## src/rtl/core/sfr_pkg.sv

```systemverilog
// shared types and constants for the stepper frequency ramp core
// no dependencies; imported by every module in rtl/core
`timescale 1ns / 1ps

package sfr_pkg;

  // configuration port
  localparam int ADDR_W = 4;
  localparam logic [1:0] REG_CLOCK_HZ  = 2'd0;
  localparam logic [1:0] REG_PRESCALER = 2'd1;
  localparam logic [1:0] REG_STEP_HZ   = 2'd2;
  localparam logic [15:0] STEP_HZ_RESET = 16'd100;

  // command opcodes
  localparam logic [1:0] OP_TICK  = 2'd0;
  localparam logic [1:0] OP_START = 2'd1;
  localparam logic [1:0] OP_STOP  = 2'd2;

  // ramp phases
  localparam logic [1:0] PH_IDLE  = 2'd0;
  localparam logic [1:0] PH_ACCEL = 2'd1;
  localparam logic [1:0] PH_HOLD  = 2'd2;
  localparam logic [1:0] PH_DECEL = 2'd3;

  // hold_ms / 5 as (hold_ms * 52429) >> 18, exact for 16-bit inputs
  localparam logic [15:0] TICK_RECIP = 16'd52429;
  localparam int          TICK_SHIFT = 18;

  // divider geometry
  localparam int DIVIDEND_W = 32;
  localparam int DIVISOR_W  = 33;

  typedef struct packed {
    logic [1:0]  opcode;
    logic [15:0] from_freq;
    logic [15:0] to_freq;
    logic [15:0] hold_ms;
  } cmd_t;

  typedef struct packed {
    logic [15:0] pulse_freq;
    logic [15:0] reload_value;
    logic [14:0] compare_value;
    logic        reload_written;
    logic        pwm_on;
    logic [1:0]  ramp_phase;
  } res_t;

  typedef struct packed {
    logic [31:0] clock_hz;
    logic [15:0] prescaler;
    logic [15:0] step_hz;
  } cfg_t;

  typedef struct packed {
    logic                  start;
    logic [DIVIDEND_W-1:0] dividend;
    logic [DIVISOR_W-1:0]  divisor;
  } div_req_t;

  typedef struct packed {
    logic                  done;
    logic [DIVIDEND_W-1:0] quotient;
  } div_rsp_t;

endpackage

```

## src/rtl/core/sfr_cfg_regs.sv

```systemverilog
// apb-style configuration registers: timer clock, prescaler, ramp step
// depends on sfr_pkg
`timescale 1ns / 1ps

module sfr_cfg_regs (
  input  logic                       clk,
  input  logic                       rst,
  input  logic                       psel,
  input  logic                       penable,
  input  logic                       pwrite,
  input  logic [sfr_pkg::ADDR_W-1:0] paddr,
  input  logic [31:0]                pwdata,
  output logic [31:0]                prdata,
  output sfr_pkg::cfg_t              cfg
);
  import sfr_pkg::*;

  logic [1:0] reg_index;
  logic       wr_en;

  assign reg_index = paddr[ADDR_W-1:2];
  assign wr_en     = psel && penable && pwrite;

  always_ff @(posedge clk) begin
    if (rst) begin
      cfg.clock_hz  <= '0;
      cfg.prescaler <= '0;
      cfg.step_hz   <= STEP_HZ_RESET;
    end else if (wr_en) begin
      case (reg_index)
        REG_CLOCK_HZ:  cfg.clock_hz  <= pwdata;
        REG_PRESCALER: cfg.prescaler <= pwdata[15:0];
        REG_STEP_HZ:   cfg.step_hz   <= pwdata[15:0];
        default: ;
      endcase
    end
  end

  always_comb begin
    case (reg_index)
      REG_CLOCK_HZ:  prdata = cfg.clock_hz;
      REG_PRESCALER: prdata = {16'd0, cfg.prescaler};
      REG_STEP_HZ:   prdata = {16'd0, cfg.step_hz};
      default:       prdata = '0;
    endcase
  end

endmodule

```

## src/rtl/core/sfr_divider.sv

```systemverilog
// radix-2 restoring divider, one quotient bit per cycle
// depends on sfr_pkg
`timescale 1ns / 1ps

module sfr_divider (
  input  logic              clk,
  input  logic              rst,
  input  sfr_pkg::div_req_t req,
  output sfr_pkg::div_rsp_t rsp
);
  import sfr_pkg::*;

  localparam int CNT_W = $clog2(DIVIDEND_W);

  logic                  busy;
  logic [CNT_W-1:0]      cnt;
  logic [DIVISOR_W-1:0]  den;
  logic [DIVISOR_W-1:0]  rem;
  logic [DIVIDEND_W-1:0] quo;
  logic [DIVISOR_W:0]    rem_sh;
  logic [DIVISOR_W:0]    rem_sub;
  logic                  fits;

  // shift in the next dividend bit and trial-subtract
  assign rem_sh  = {rem, quo[DIVIDEND_W-1]};
  assign fits    = rem_sh >= {1'b0, den};
  assign rem_sub = rem_sh - {1'b0, den};

  always_ff @(posedge clk) begin
    if (rst) begin
      busy     <= 1'b0;
      cnt      <= '0;
      rsp.done <= 1'b0;
    end else begin
      rsp.done <= 1'b0;
      if (req.start) begin
        busy <= 1'b1;
        cnt  <= '0;
      end else if (busy) begin
        cnt <= cnt + 1'b1;
        if (cnt == CNT_W'(DIVIDEND_W - 1)) begin
          busy     <= 1'b0;
          rsp.done <= 1'b1;
        end
      end
    end
  end

  always_ff @(posedge clk) begin
    if (req.start) begin
      den <= req.divisor;
      rem <= '0;
      quo <= req.dividend;
    end else if (busy) begin
      rem <= fits ? rem_sub[DIVISOR_W-1:0] : rem_sh[DIVISOR_W-1:0];
      quo <= {quo[DIVIDEND_W-2:0], fits};
    end
  end

  assign rsp.quotient = quo;

endmodule

```

## src/rtl/core/stepper_frequency_ramp_core.sv

```systemverilog
// top level of the stepper frequency ramp: command sequencer and ramp state
// depends on sfr_pkg, sfr_cfg_regs, sfr_divider
`timescale 1ns / 1ps

// usage
//   cmd channel (cmd_valid/cmd_ready/cmd) carries one command item: tick,
//   start or stop. res channel (res_valid/res_ready/res) returns exactly one
//   result item per command: applied frequency, timer reload/compare, a
//   rewrite flag, pwm enable and ramp phase.
//   the apb port holds timer clock (0x0), prescaler (0x4) and ramp step (0x8);
//   write it only while no command is in flight.
// sequencing
//   a command that rewrites the timer (a tick in accelerate or decelerate
//   with a nonzero new frequency) runs exec, multiply, divider launch, one
//   32-bit by 33-bit division on the restoring divider at one quotient bit
//   per cycle, writeback and result handoff. every other command goes from
//   exec straight to result handoff. cmd_ready is high only while the
//   sequencer is idle: a new command waits until the last result is loaded.
// reset
//   rst is synchronous: ramp idle, frequency, reload and compare zero,
//   pwm off, ramp step back to 100 Hz, no result pending.
// stalls
//   the result sits in an output register. a new command is accepted while
//   it waits; the next result is held back until res_ready takes the old one

module stepper_frequency_ramp_core (
  input  logic                       clk,
  input  logic                       rst,
  input  logic                       cmd_valid,
  output logic                       cmd_ready,
  input  sfr_pkg::cmd_t              cmd,
  output logic                       res_valid,
  input  logic                       res_ready,
  output sfr_pkg::res_t              res,
  input  logic                       psel,
  input  logic                       penable,
  input  logic                       pwrite,
  input  logic [sfr_pkg::ADDR_W-1:0] paddr,
  input  logic [31:0]                pwdata,
  output logic [31:0]                prdata,
  output logic                       pready
);
  import sfr_pkg::*;

  // sequencer states
  localparam logic [2:0] ST_IDLE  = 3'd0;  // waiting for a command
  localparam logic [2:0] ST_EXEC  = 3'd1;  // update ramp state
  localparam logic [2:0] ST_MUL   = 3'd2;  // divisor = (psc+1) * freq
  localparam logic [2:0] ST_DSTRT = 3'd3;  // launch divider
  localparam logic [2:0] ST_DIV   = 3'd4;  // wait for quotient
  localparam logic [2:0] ST_WB    = 3'd5;  // write reload and compare
  localparam logic [2:0] ST_DONE  = 3'd6;  // hand result to output register

  cfg_t     cfg;
  div_req_t div_req;
  div_rsp_t div_rsp;

  logic [2:0] st;
  cmd_t       cmd_q;

  // ramp state
  logic [1:0]  phase;
  logic [15:0] ramp_freq;
  logic [15:0] goal_freq;
  logic [13:0] hold_length;
  logic [13:0] hold_left;
  logic [15:0] applied_freq;
  logic [15:0] reload_reg;
  logic [14:0] compare_reg;
  logic        output_enabled;
  logic        wrote;

  logic [DIVISOR_W-1:0] div_den;

  // combinational helpers for the exec, multiply and writeback steps
  logic [16:0] accel_sum;
  logic        accel_hit;
  logic [15:0] decel_diff;
  logic        decel_more;
  logic [31:0] hold_prod;
  logic [16:0] psc_inc;
  logic [15:0] quo_dec;
  logic [15:0] reload_new;
  logic        res_load;

  sfr_cfg_regs u_cfg (
    .clk     (clk),
    .rst     (rst),
    .psel    (psel),
    .penable (penable),
    .pwrite  (pwrite),
    .paddr   (paddr),
    .pwdata  (pwdata),
    .prdata  (prdata),
    .cfg     (cfg)
  );

  sfr_divider u_div (
    .clk (clk),
    .rst (rst),
    .req (div_req),
    .rsp (div_rsp)
  );

  assign pready    = 1'b1;
  assign cmd_ready = (st == ST_IDLE);

  // result register takes a new item when empty or drained this cycle
  assign res_load  = (st == ST_DONE) && (!res_valid || res_ready);

  // the divider sees timer_clock / ((psc+1) * f), same floor as two divisions
  assign div_req.start    = (st == ST_DSTRT);
  assign div_req.dividend = cfg.clock_hz;
  assign div_req.divisor  = div_den;

  assign accel_sum  = {1'b0, ramp_freq} + {1'b0, cfg.step_hz};
  assign accel_hit  = accel_sum >= {1'b0, goal_freq};
  assign decel_more = ramp_freq > cfg.step_hz;
  assign decel_diff = ramp_freq - cfg.step_hz;
  assign hold_prod  = 32'(cmd_q.hold_ms) * 32'(TICK_RECIP);
  assign psc_inc    = {1'b0, cfg.prescaler} + 17'd1;

  // reload = quotient - 1 modulo 2^16, never below 1; zero timer clock forces 1
  assign quo_dec    = div_rsp.quotient[15:0] - 16'd1;
  assign reload_new = (cfg.clock_hz == '0 || quo_dec == '0) ? 16'd1 : quo_dec;

  always_ff @(posedge clk) begin
    if (rst) begin
      st             <= ST_IDLE;
      phase          <= PH_IDLE;
      ramp_freq      <= '0;
      goal_freq      <= '0;
      hold_length    <= '0;
      hold_left      <= '0;
      applied_freq   <= '0;
      reload_reg     <= '0;
      compare_reg    <= '0;
      output_enabled <= 1'b0;
      wrote          <= 1'b0;
      res_valid      <= 1'b0;
    end else begin
      if (res_load) begin
        res_valid <= 1'b1;
      end else if (res_ready) begin
        res_valid <= 1'b0;
      end
      case (st)
        ST_IDLE: begin
          if (cmd_valid) begin
            st <= ST_EXEC;
          end
        end
        ST_EXEC: begin
          wrote <= 1'b0;
          st    <= ST_DONE;
          case (cmd_q.opcode)
            OP_START: begin
              ramp_freq   <= cmd_q.from_freq;
              goal_freq   <= cmd_q.to_freq;
              hold_length <= hold_prod[31:TICK_SHIFT];
              hold_left   <= '0;
              if (cmd_q.to_freq == '0 && cmd_q.from_freq == '0) begin
                phase <= PH_IDLE;
              end else begin
                output_enabled <= 1'b1;
                if (cmd_q.to_freq > cmd_q.from_freq) begin
                  phase <= PH_ACCEL;
                end else if (cmd_q.to_freq < cmd_q.from_freq) begin
                  phase <= PH_DECEL;
                end else begin
                  phase <= PH_HOLD;
                end
              end
            end
            OP_STOP: begin
              output_enabled <= 1'b0;
              applied_freq   <= '0;
              phase          <= PH_IDLE;
              ramp_freq      <= '0;
              goal_freq      <= '0;
              hold_left      <= '0;
            end
            OP_TICK: begin
              case (phase)
                PH_ACCEL: begin
                  if (accel_hit) begin
                    ramp_freq <= goal_freq;
                    if (hold_length != '0) begin
                      phase     <= PH_HOLD;
                      hold_left <= hold_length;
                    end
                    if (goal_freq != '0) begin
                      st <= ST_MUL;
                    end
                  end else begin
                    ramp_freq <= accel_sum[15:0];
                    if (accel_sum[15:0] != '0) begin
                      st <= ST_MUL;
                    end
                  end
                end
                PH_HOLD: begin
                  if (hold_left != '0) begin
                    hold_left <= hold_left - 14'd1;
                    if (hold_left == 14'd1) begin
                      phase <= PH_DECEL;
                    end
                  end
                end
                PH_DECEL: begin
                  if (decel_more) begin
                    ramp_freq <= decel_diff;
                    st        <= ST_MUL;
                  end else begin
                    // step would take the ramp to zero or below: ramp to zero, pulse output off
                    ramp_freq      <= '0;
                    phase          <= PH_IDLE;
                    output_enabled <= 1'b0;
                    applied_freq   <= '0;
                  end
                end
                default: ;
              endcase
            end
            default: ;
          endcase
        end
        ST_MUL: begin
          div_den <= DIVISOR_W'(psc_inc) * DIVISOR_W'(ramp_freq);
          st      <= ST_DSTRT;
        end
        ST_DSTRT: begin
          st <= ST_DIV;
        end
        ST_DIV: begin
          if (div_rsp.done) begin
            st <= ST_WB;
          end
        end
        ST_WB: begin
          reload_reg   <= reload_new;
          compare_reg  <= reload_new[15:1];
          applied_freq <= ramp_freq;
          wrote        <= 1'b1;
          st           <= ST_DONE;
        end
        ST_DONE: begin
          if (res_load) begin
            st <= ST_IDLE;
          end
        end
        default: begin
          st <= ST_IDLE;
        end
      endcase
    end
  end

  // command capture and result register
  always_ff @(posedge clk) begin
    if (st == ST_IDLE && cmd_valid) begin
      cmd_q <= cmd;
    end
    if (res_load) begin
      res.pulse_freq     <= applied_freq;
      res.reload_value   <= reload_reg;
      res.compare_value  <= compare_reg;
      res.reload_written <= wrote;
      res.pwm_on         <= output_enabled;
      res.ramp_phase     <= phase;
    end
  end

  // a disabled output never reports a frequency
  a_off_no_freq: assert property (@(posedge clk) disable iff (rst)
    res_valid |-> (res.pwm_on || res.pulse_freq == '0))
    else $error("pwm off with nonzero pulse frequency");

  // a rewritten timer never holds a zero reload
  a_reload_nonzero: assert property (@(posedge clk) disable iff (rst)
    (res_valid && res.reload_written) |-> (res.reload_value != '0))
    else $error("reload written as zero");

  // compare always tracks half the reload
  a_compare_half: assert property (@(posedge clk) disable iff (rst)
    res_valid |-> (res.compare_value == res.reload_value[15:1]))
    else $error("compare not half of reload");

  // quotient arrives only while the sequencer waits for it
  a_div_done_wait: assert property (@(posedge clk) disable iff (rst)
    div_rsp.done |-> (st == ST_DIV))
    else $error("divider finished outside wait state");

endmodule
```

## config.mk

```make
export PLATFORM = sky130hd
export DESIGN_NAME = stepper_frequency_ramp_core
export DESIGN_NICKNAME = d
export VERILOG_FILES = /design/src/rtl/core/sfr_pkg.sv /design/src/rtl/core/sfr_cfg_regs.sv /design/src/rtl/core/sfr_divider.sv /design/src/rtl/core/stepper_frequency_ramp_core.sv
export SDC_FILE = /design/constraint.sdc
export NUM_CORES = 2
export LEC_CHECK = 0
export ABC_AREA = 1
export BUFFER_PORTS_ARGS = -buffer_cell sky130_fd_sc_hd__buf_2
export CORE_ASPECT_RATIO = 2
export CORE_MARGIN = 2
export CORE_UTILIZATION = 30
export DETAILED_ROUTE_END_ITERATION = 7
export SKIP_CTS_REPAIR_TIMING = 1
export SYNTH_ARGS = -nofsm -noshare
export SYNTH_HDL_FRONTEND = slang
export SYNTH_SLANG_ARGS = --single-unit
```

## constraint.sdc

```tcl
create_clock -name clk -period 9.4 [get_ports clk]
set_input_delay 1.88 -clock clk [delete_from_list [all_inputs] [get_ports clk]]
set_output_delay 1.88 -clock clk [all_outputs]
set_load 0.05 [all_outputs]
```

After elaboration in Yosys (flattened, before gate mapping)
Index checks and enable logic that the tools add are counted.
{"block": "classes", "n_addsub": 7, "mul": 2, "n_lt_le_gt_ge": 5, "eq_ne": 32, "mux": 50, "bitwise_logic": 2, "n_reduce_logical": 40}
{"op": "16-bit case mux with 2 select lines", "n": 4}
{"op": "32-bit case mux with 3 select lines", "n": 1}
{"op": "16-bit two-way mux", "n": 5}
{"op": "32-bit two-way mux", "n": 2}
{"op": "14-bit case mux with 2 select lines", "n": 2}
{"op": "16-bit zero test", "n": 3}
{"op": "16-bit case mux with 3 select lines", "n": 1}
{"op": "14-bit two-way mux", "n": 3}
{"op": "34-bit by 33-bit greater-or-equal comparator with 1-bit output", "n": 1}
{"op": "17-bit by 16-bit multiplier with 33-bit output", "n": 1}
{"op": "33-bit two-way mux", "n": 1}
{"op": "33-bit subtractor", "n": 1}
{"op": "16-bit > comparator", "n": 2}
{"op": "32-bit zero test", "n": 1}
{"op": "16-bit by 16-bit multiplier with 32-bit output (second input constant)", "n": 1}
{"op": "16-bit nonzero test", "n": 2}
{"op": "14-bit nonzero test", "n": 2}
{"op": "3-bit two-way mux", "n": 8}
{"op": "3-bit inequality test (second input constant)", "n": 7}
{"op": "3-bit case mux with 7 select lines", "n": 1}
{"op": "16-bit by 1-bit adder with 17-bit output (second input constant)", "n": 1}
{"op": "16-bit by 16-bit adder with 17-bit output", "n": 1}
{"op": "17-bit by 16-bit greater-or-equal comparator with 1-bit output", "n": 1}
{"op": "16-bit < comparator", "n": 1}
{"op": "other kinds (38)", "n": 85}
{"block": "totals", "reg_bits": 418, "input_bits": 93, "output_inout_bits": 86, "word_cells": 170}

Depth between registers and ports, before layout
{"block": "depth", "ltp_word": 7, "depth_mapped": 37, "ltp_nobuf": 37}

Cells and area by module
Synthesis repeated with hierarchy kept, for this count alone.
{"block": "unflattened", "hier_cells": 4536, "hier_area_um2": 35689.2}
{"mod": "stepper_frequency_ramp_core", "n_inst": 1, "cells_each": 3042, "area_each_um2": 25708.4, "seq_area_each_um2": 5575.3}
{"mod": "sfr_divider", "n_inst": 1, "cells_each": 1003, "area_each_um2": 6912.9, "seq_area_each_um2": 2752.6}
{"mod": "sfr_cfg_regs", "n_inst": 1, "cells_each": 491, "area_each_um2": 3067.9, "seq_area_each_um2": 1281.2}

Worst setup path after synthesis
OpenSTA, ideal clock, no wires.
{"block": "synth_path", "path_kind": "flip-flop to flip-flop", "start": "register u_cfg.cfg[16] (netlist name)", "end": "register div_den[32] (data pin)", "setup_ps": 260, "t_arrival_ps": 6342, "slack_ps": 2798, "path_stages_with_launch": 35, "period_less_slack_ps": 6602, "cell_sequence": "dfxtp_1 -> ha_1 -> nand4_1 -> nor2_1 -> inv_1 -> nor2_1 -> nand3_1 -> nor2_1 -> nand3_1 -> nor2_1 -> inv_2 -> nand2_2 -> clkinv_1 -> nand2_1 -> fa_1 -> fa_1 -> fa_1 -> inv_1 -> fa_1 -> fa_1 -> inv_1 -> fa_1 -> inv_1 -> ha_1 -> a21oi_1 -> inv_1 -> o21ai_0 -> o211ai_1 -> nand2_1 -> nand3_1 -> nand3_1 -> nand2_1 -> nand2_1 -> nand3b_1 -> xnor2_1"}
{"block": "synth_between", "elab_chain_len": 2}
{"element": "16-bit by 1-bit adder with 17-bit output", "line": "stepper_frequency_ramp_core.sv:121", "source": "assign psc_inc = {1'b0, cfg.prescaler} + 17'd1;"}
{"element": "17-bit by 16-bit multiplier with 33-bit output", "line": "stepper_frequency_ramp_core.sv:229", "source": "div_den <= DIVISOR_W'(psc_inc) * DIVISOR_W'(ramp_freq);"}
{"element": "to (signal assigned)", "line": "stepper_frequency_ramp_core.sv:229"}
{"element": "to (decl)", "line": "stepper_frequency_ramp_core.sv:73", "source": "logic [DIVISOR_W-1:0] div_den;"}
Every way passes these cells.
A chain may end at the register's enable or synchronous reset.

Worst setup path after layout
{"block": "layout_path", "start": "register u_cfg.cfg[16] (netlist name)", "end": "register div_den[29] (data pin)"}
{"block": "layout_between", "elab_chain_len": 2}
{"element": "16-bit by 1-bit adder with 17-bit output", "line": "stepper_frequency_ramp_core.sv:121"}
{"element": "17-bit by 16-bit multiplier with 33-bit output", "line": "stepper_frequency_ramp_core.sv:229"}
Every way passes these cells.

==> flow_metrics.py <==
metrics = {
    "logic_synthesis": {
        "synth.cells.most_frequent": "sky130_fd_sc_hd__inv_1 (755), sky130_fd_sc_hd__nand2_1 (727), sky130_fd_sc_hd__nor2_1 (361)",
        "syn-num-nets": 4898,
        "synth_top_family_by_area": "adder cells",
        "avg_synthesized_cell_area_sq_um": 8.22,
        "biggest_area_contributors_in_the_synthesized_netlist": "sky130_fd_sc_hd__fa_1 (17%), sky130_fd_sc_hd__edfxtp_1 (16%), sky130_fd_sc_hd__ha_1 (13%), sky130_fd_sc_hd__dfxtp_1 (12%), sky130_fd_sc_hd__inv_1 (8.3%)",
        "synthesis.instances": 4166,
        "total_of_flip_flops_plus_latches_after_synthesis": 388,
        "synth.cell_area_sq_mm": 0.0342,
        "synthAdderAreaFrac_pct": 29.8,
        "synth_largest_area_cell": "sky130_fd_sc_hd__fa_1",
        "synth_top_area_share_pct": 17.1,
        "synth_simple_gate_area_share_pct": 17.7,
        "synth_compound_area_share_pct": 11.6,
        "ys_warn_count": 0,
        "seq_area_frac_synth_pct": 28.1,
        "synth_cell_types": 65,
        "asyncSetResetFlopFracSynth_pct": 0,
        "post-synth-top-count-cell": "sky130_fd_sc_hd__inv_1",
        "synth_edf_count": 184,
        "synth.area.mux_share_pct": 0,
        "synth_xor_area_share_pct": 2.23,
        "synth_flop_cell": "sky130_fd_sc_hd__dfxtp_1",
    },
    "routing": {
        "detail_route.drc_violations": 0,
        "ant_nets": 0,
        "viasPerCell": 4.96,
        "via_count": 28800,
        "drt-total-wl_mm": 116,
        "drt-pass1-iter-count": 7,
        "dr.first_iter.drc_count": 1467,
        "drt-wirelength-per-cell_um": 20.1,
    },
    "hold_path": {
        "hold_class": "register to register",
    },
    "power": {
        "power.density_cell_area_mw_per_mm2": 387,
        "p_leak_uw": 0.0178,
        "peakVddDrop_uv": 500,
    },
    "cts": {
        "clkSinkCount": 388,
        "cts-buffers-inserted": 38,
        "cts_max_path_buffers": 3,
        "clk_pin_slew_worst_paths_ns": 0.07,
        "clk_latency_ns": 0.59,
        "cts_root_buf": "sky130_fd_sc_hd__clkbuf_16",
        "cts_tree": "yes",
        "clock_tree.htree_level_count": 2,
    },
    "timing": {
        "post-route-period-util_pct": 85.9,
        "grt_setup_unrepaired": "no",
        "worst_slew_pin_slew_ns": 1.25,
        "finalWorstPathRequiredPeriod_ns": 8.07,
        "relSlewSlack_pct": 16.4,
        "clock_skew_ns": 0.0166,
        "setup_violations": 0,
        "timing_hold_violations_final": 0,
        "clock.fmax_mhz": 124,
        "report.final.slew_viol_count": 0,
        "holdWs_ns": 0.420,
        "fin_setup_tns_ns": 0,
    },
    "flow_run": {
        "maxCapViolCount": 0,
    },
    "layout": {
        "postLayoutCoreUtil_pct": 33.4,
        "post_route_cells_drive_above_1_share_pct": 8.28,
        "nets": 5002,
        "areaGrowthSynthToFinish_pct": 10.6,
        "largest_register_ff_count": 64,
        "regMostFlops": "u_cfg.cfg",
        "largestRegisters": "u_cfg.cfg: 64 flops, cmd_q: 50 flops, res: 36 flops",
    },
    "global_routing": {
        "grt_usage_pct": 19.9,
        "grt_antenna_before_repair": 15,
        "largest_net_degree_at_the_start_of_global_routing": 74,
        "globalRoute.totalOverflow": 0,
        "grt_pass1_wl_mm": 175,
        "first_global_vias": 30100,
    },
    "critical_path": {
        "worst_path_most_repeated_cell": "sky130_fd_sc_hd__fa_1",
        "standard_cell_with_the_maximum_stage_delay_on_the_critical_path": "sky130_fd_sc_hd__fa_1",
        "critical_path.startpoint_type": "register",
        "crit_path_max_fanout": 15,
        "worst-setup-path-type": "register to register",
        "cp.required_ns": 9.74,
        "timing.critical_path.arrival_ns": 8.41,
        "end_kind": "register",
        "crit_path_max_incr_delay_ns": 0.56,
    },
    "die": {
        "rows": 175,
        "dieArea_sq_mm": 0.117,
        "die_height_um": 482,
        "num_io_pins": 179,
        "start_util_pct": 30.2,
        "floorplan.die.width_um": 243,
        "coreArea_sq_mm": 0.113,
    },
    "placement": {
        "globalplace.congestion": 0.974,
        "port_buffers": 175,
        "dpl.hpwl_mm": 95.1,
    },
    "run_status": {
        "result_of_the_run": "completed",
    },
}
-- through the flow --
step	std cells	power, uW	setup slack [ns]	cell area (sq um)
after floorplan	4166	9880	2.80	34200
final	5804	14600	1.33	37900
after detailed placement	5734	12900	1.40	36600
after global placement	5734	12900	1.35	36600
after CTS	5801	14700	1.37	37900
after global routing	5803	16100	0.815	37900
-- path summary, 6_finish.rpt --
| path | startpoint | to | slack [ns] | cells after the start |
|---|---|---|---|---|
| min | div_den[21] | u_div.den[21] | 0.42 | 0 |
| max reg2reg | u_cfg.cfg[16] | div_den[29] | 1.33 | 36 |
| max | u_cfg.cfg[16] | div_den[29] | 1.33 | 36 |
| min reg2reg | div_den[21] | u_div.den[21] | 0.42 | 0 |
-- final cells by class --
class	count	area, sq um
Antenna cell	3	7.51
Clock buffer	49	1050
Clock inverter	18	239
Fill cell	12100	75600
Inverter	789	2960
Multi-Input combinational cell	2849	21000
Sequential cell	388	9610
Tap cell	1504	1880
Timing Repair Buffer	204	1090
-- critical path, delay by kind of cell, from the launching register on --
family                   cells  cell delay [ns]
AND/OR/NAND/NOR             18             2.43
adder cells (fa/ha/maj)      8             3.70
XOR/XNOR                     1             0.12
AO/OA/AOI/OAI                1             0.10
flip-flops                   1             0.31
buffers and inverters        8             1.15
-- power by group --
group | leakage [uW] | internal [uW] | switching, uW
combinational | 0.0138 | 3640 | 7090
clock | 0.000631 | 935 | 715
sequential | 0.00335 | 2040 | 234
total | 0.0178 | 6610 | 8040
-- cells in the final DEF, fill, tap and decap left out, types with 6 or more instances in the layout --
cell type                   instances
sky130_fd_sc_hd__a211oi_1          20
sky130_fd_sc_hd__a21o_1            16
sky130_fd_sc_hd__a21oi_1          305
sky130_fd_sc_hd__a31oi_1           18
sky130_fd_sc_hd__buf_2            175
sky130_fd_sc_hd__buf_4             29
sky130_fd_sc_hd__clkbuf_1           6
sky130_fd_sc_hd__clkbuf_16         39
sky130_fd_sc_hd__clkinv_1          13
sky130_fd_sc_hd__dfxtp_1          204
sky130_fd_sc_hd__edfxtp_1         184
sky130_fd_sc_hd__fa_1             292
sky130_fd_sc_hd__ha_1             347
sky130_fd_sc_hd__inv_1            755
sky130_fd_sc_hd__inv_2             23
sky130_fd_sc_hd__nand2_1          727
sky130_fd_sc_hd__nand2_2           15
sky130_fd_sc_hd__nand3_1          152
sky130_fd_sc_hd__nand3b_1           7
sky130_fd_sc_hd__nand4_1           61
sky130_fd_sc_hd__nor2_1           356
sky130_fd_sc_hd__nor2_2             6
sky130_fd_sc_hd__nor3_1            47
sky130_fd_sc_hd__nor3_2             7
sky130_fd_sc_hd__nor4_1            28
sky130_fd_sc_hd__o211ai_1          16
sky130_fd_sc_hd__o211ai_2          18
sky130_fd_sc_hd__o21a_1             8
sky130_fd_sc_hd__o21ai_0          210
sky130_fd_sc_hd__o21ai_1           14
sky130_fd_sc_hd__o21bai_1          14
sky130_fd_sc_hd__o221ai_1          19
sky130_fd_sc_hd__or2_1              8
sky130_fd_sc_hd__xnor2_1           26
sky130_fd_sc_hd__xor2_1            61
-- metal layers --
layer / vias up / GRT usage, % / part of all wire, %
met3: 420 / 2.54 / 4.4
met5: - / 0 / 0.11
li1: 13600 / - / -
met2: 898 / 37.8 / 52
met4: 20 / 15.7 / 9.1
met1: 13800 / 19.1 / 34
-- logic make-up (layout without fill, tap and decap cells) --
family / Yosys count / count (layout)
xor+xnor: 87 / 87
buf+inv: 929 / 1060
fa+ha+maj: 639 / 639
other cells: 1 / 4
flops: 388 / 388
compound gates: 688 / 688
simple gates: 1434 / 1434
(Power assumes the default switching activity.)
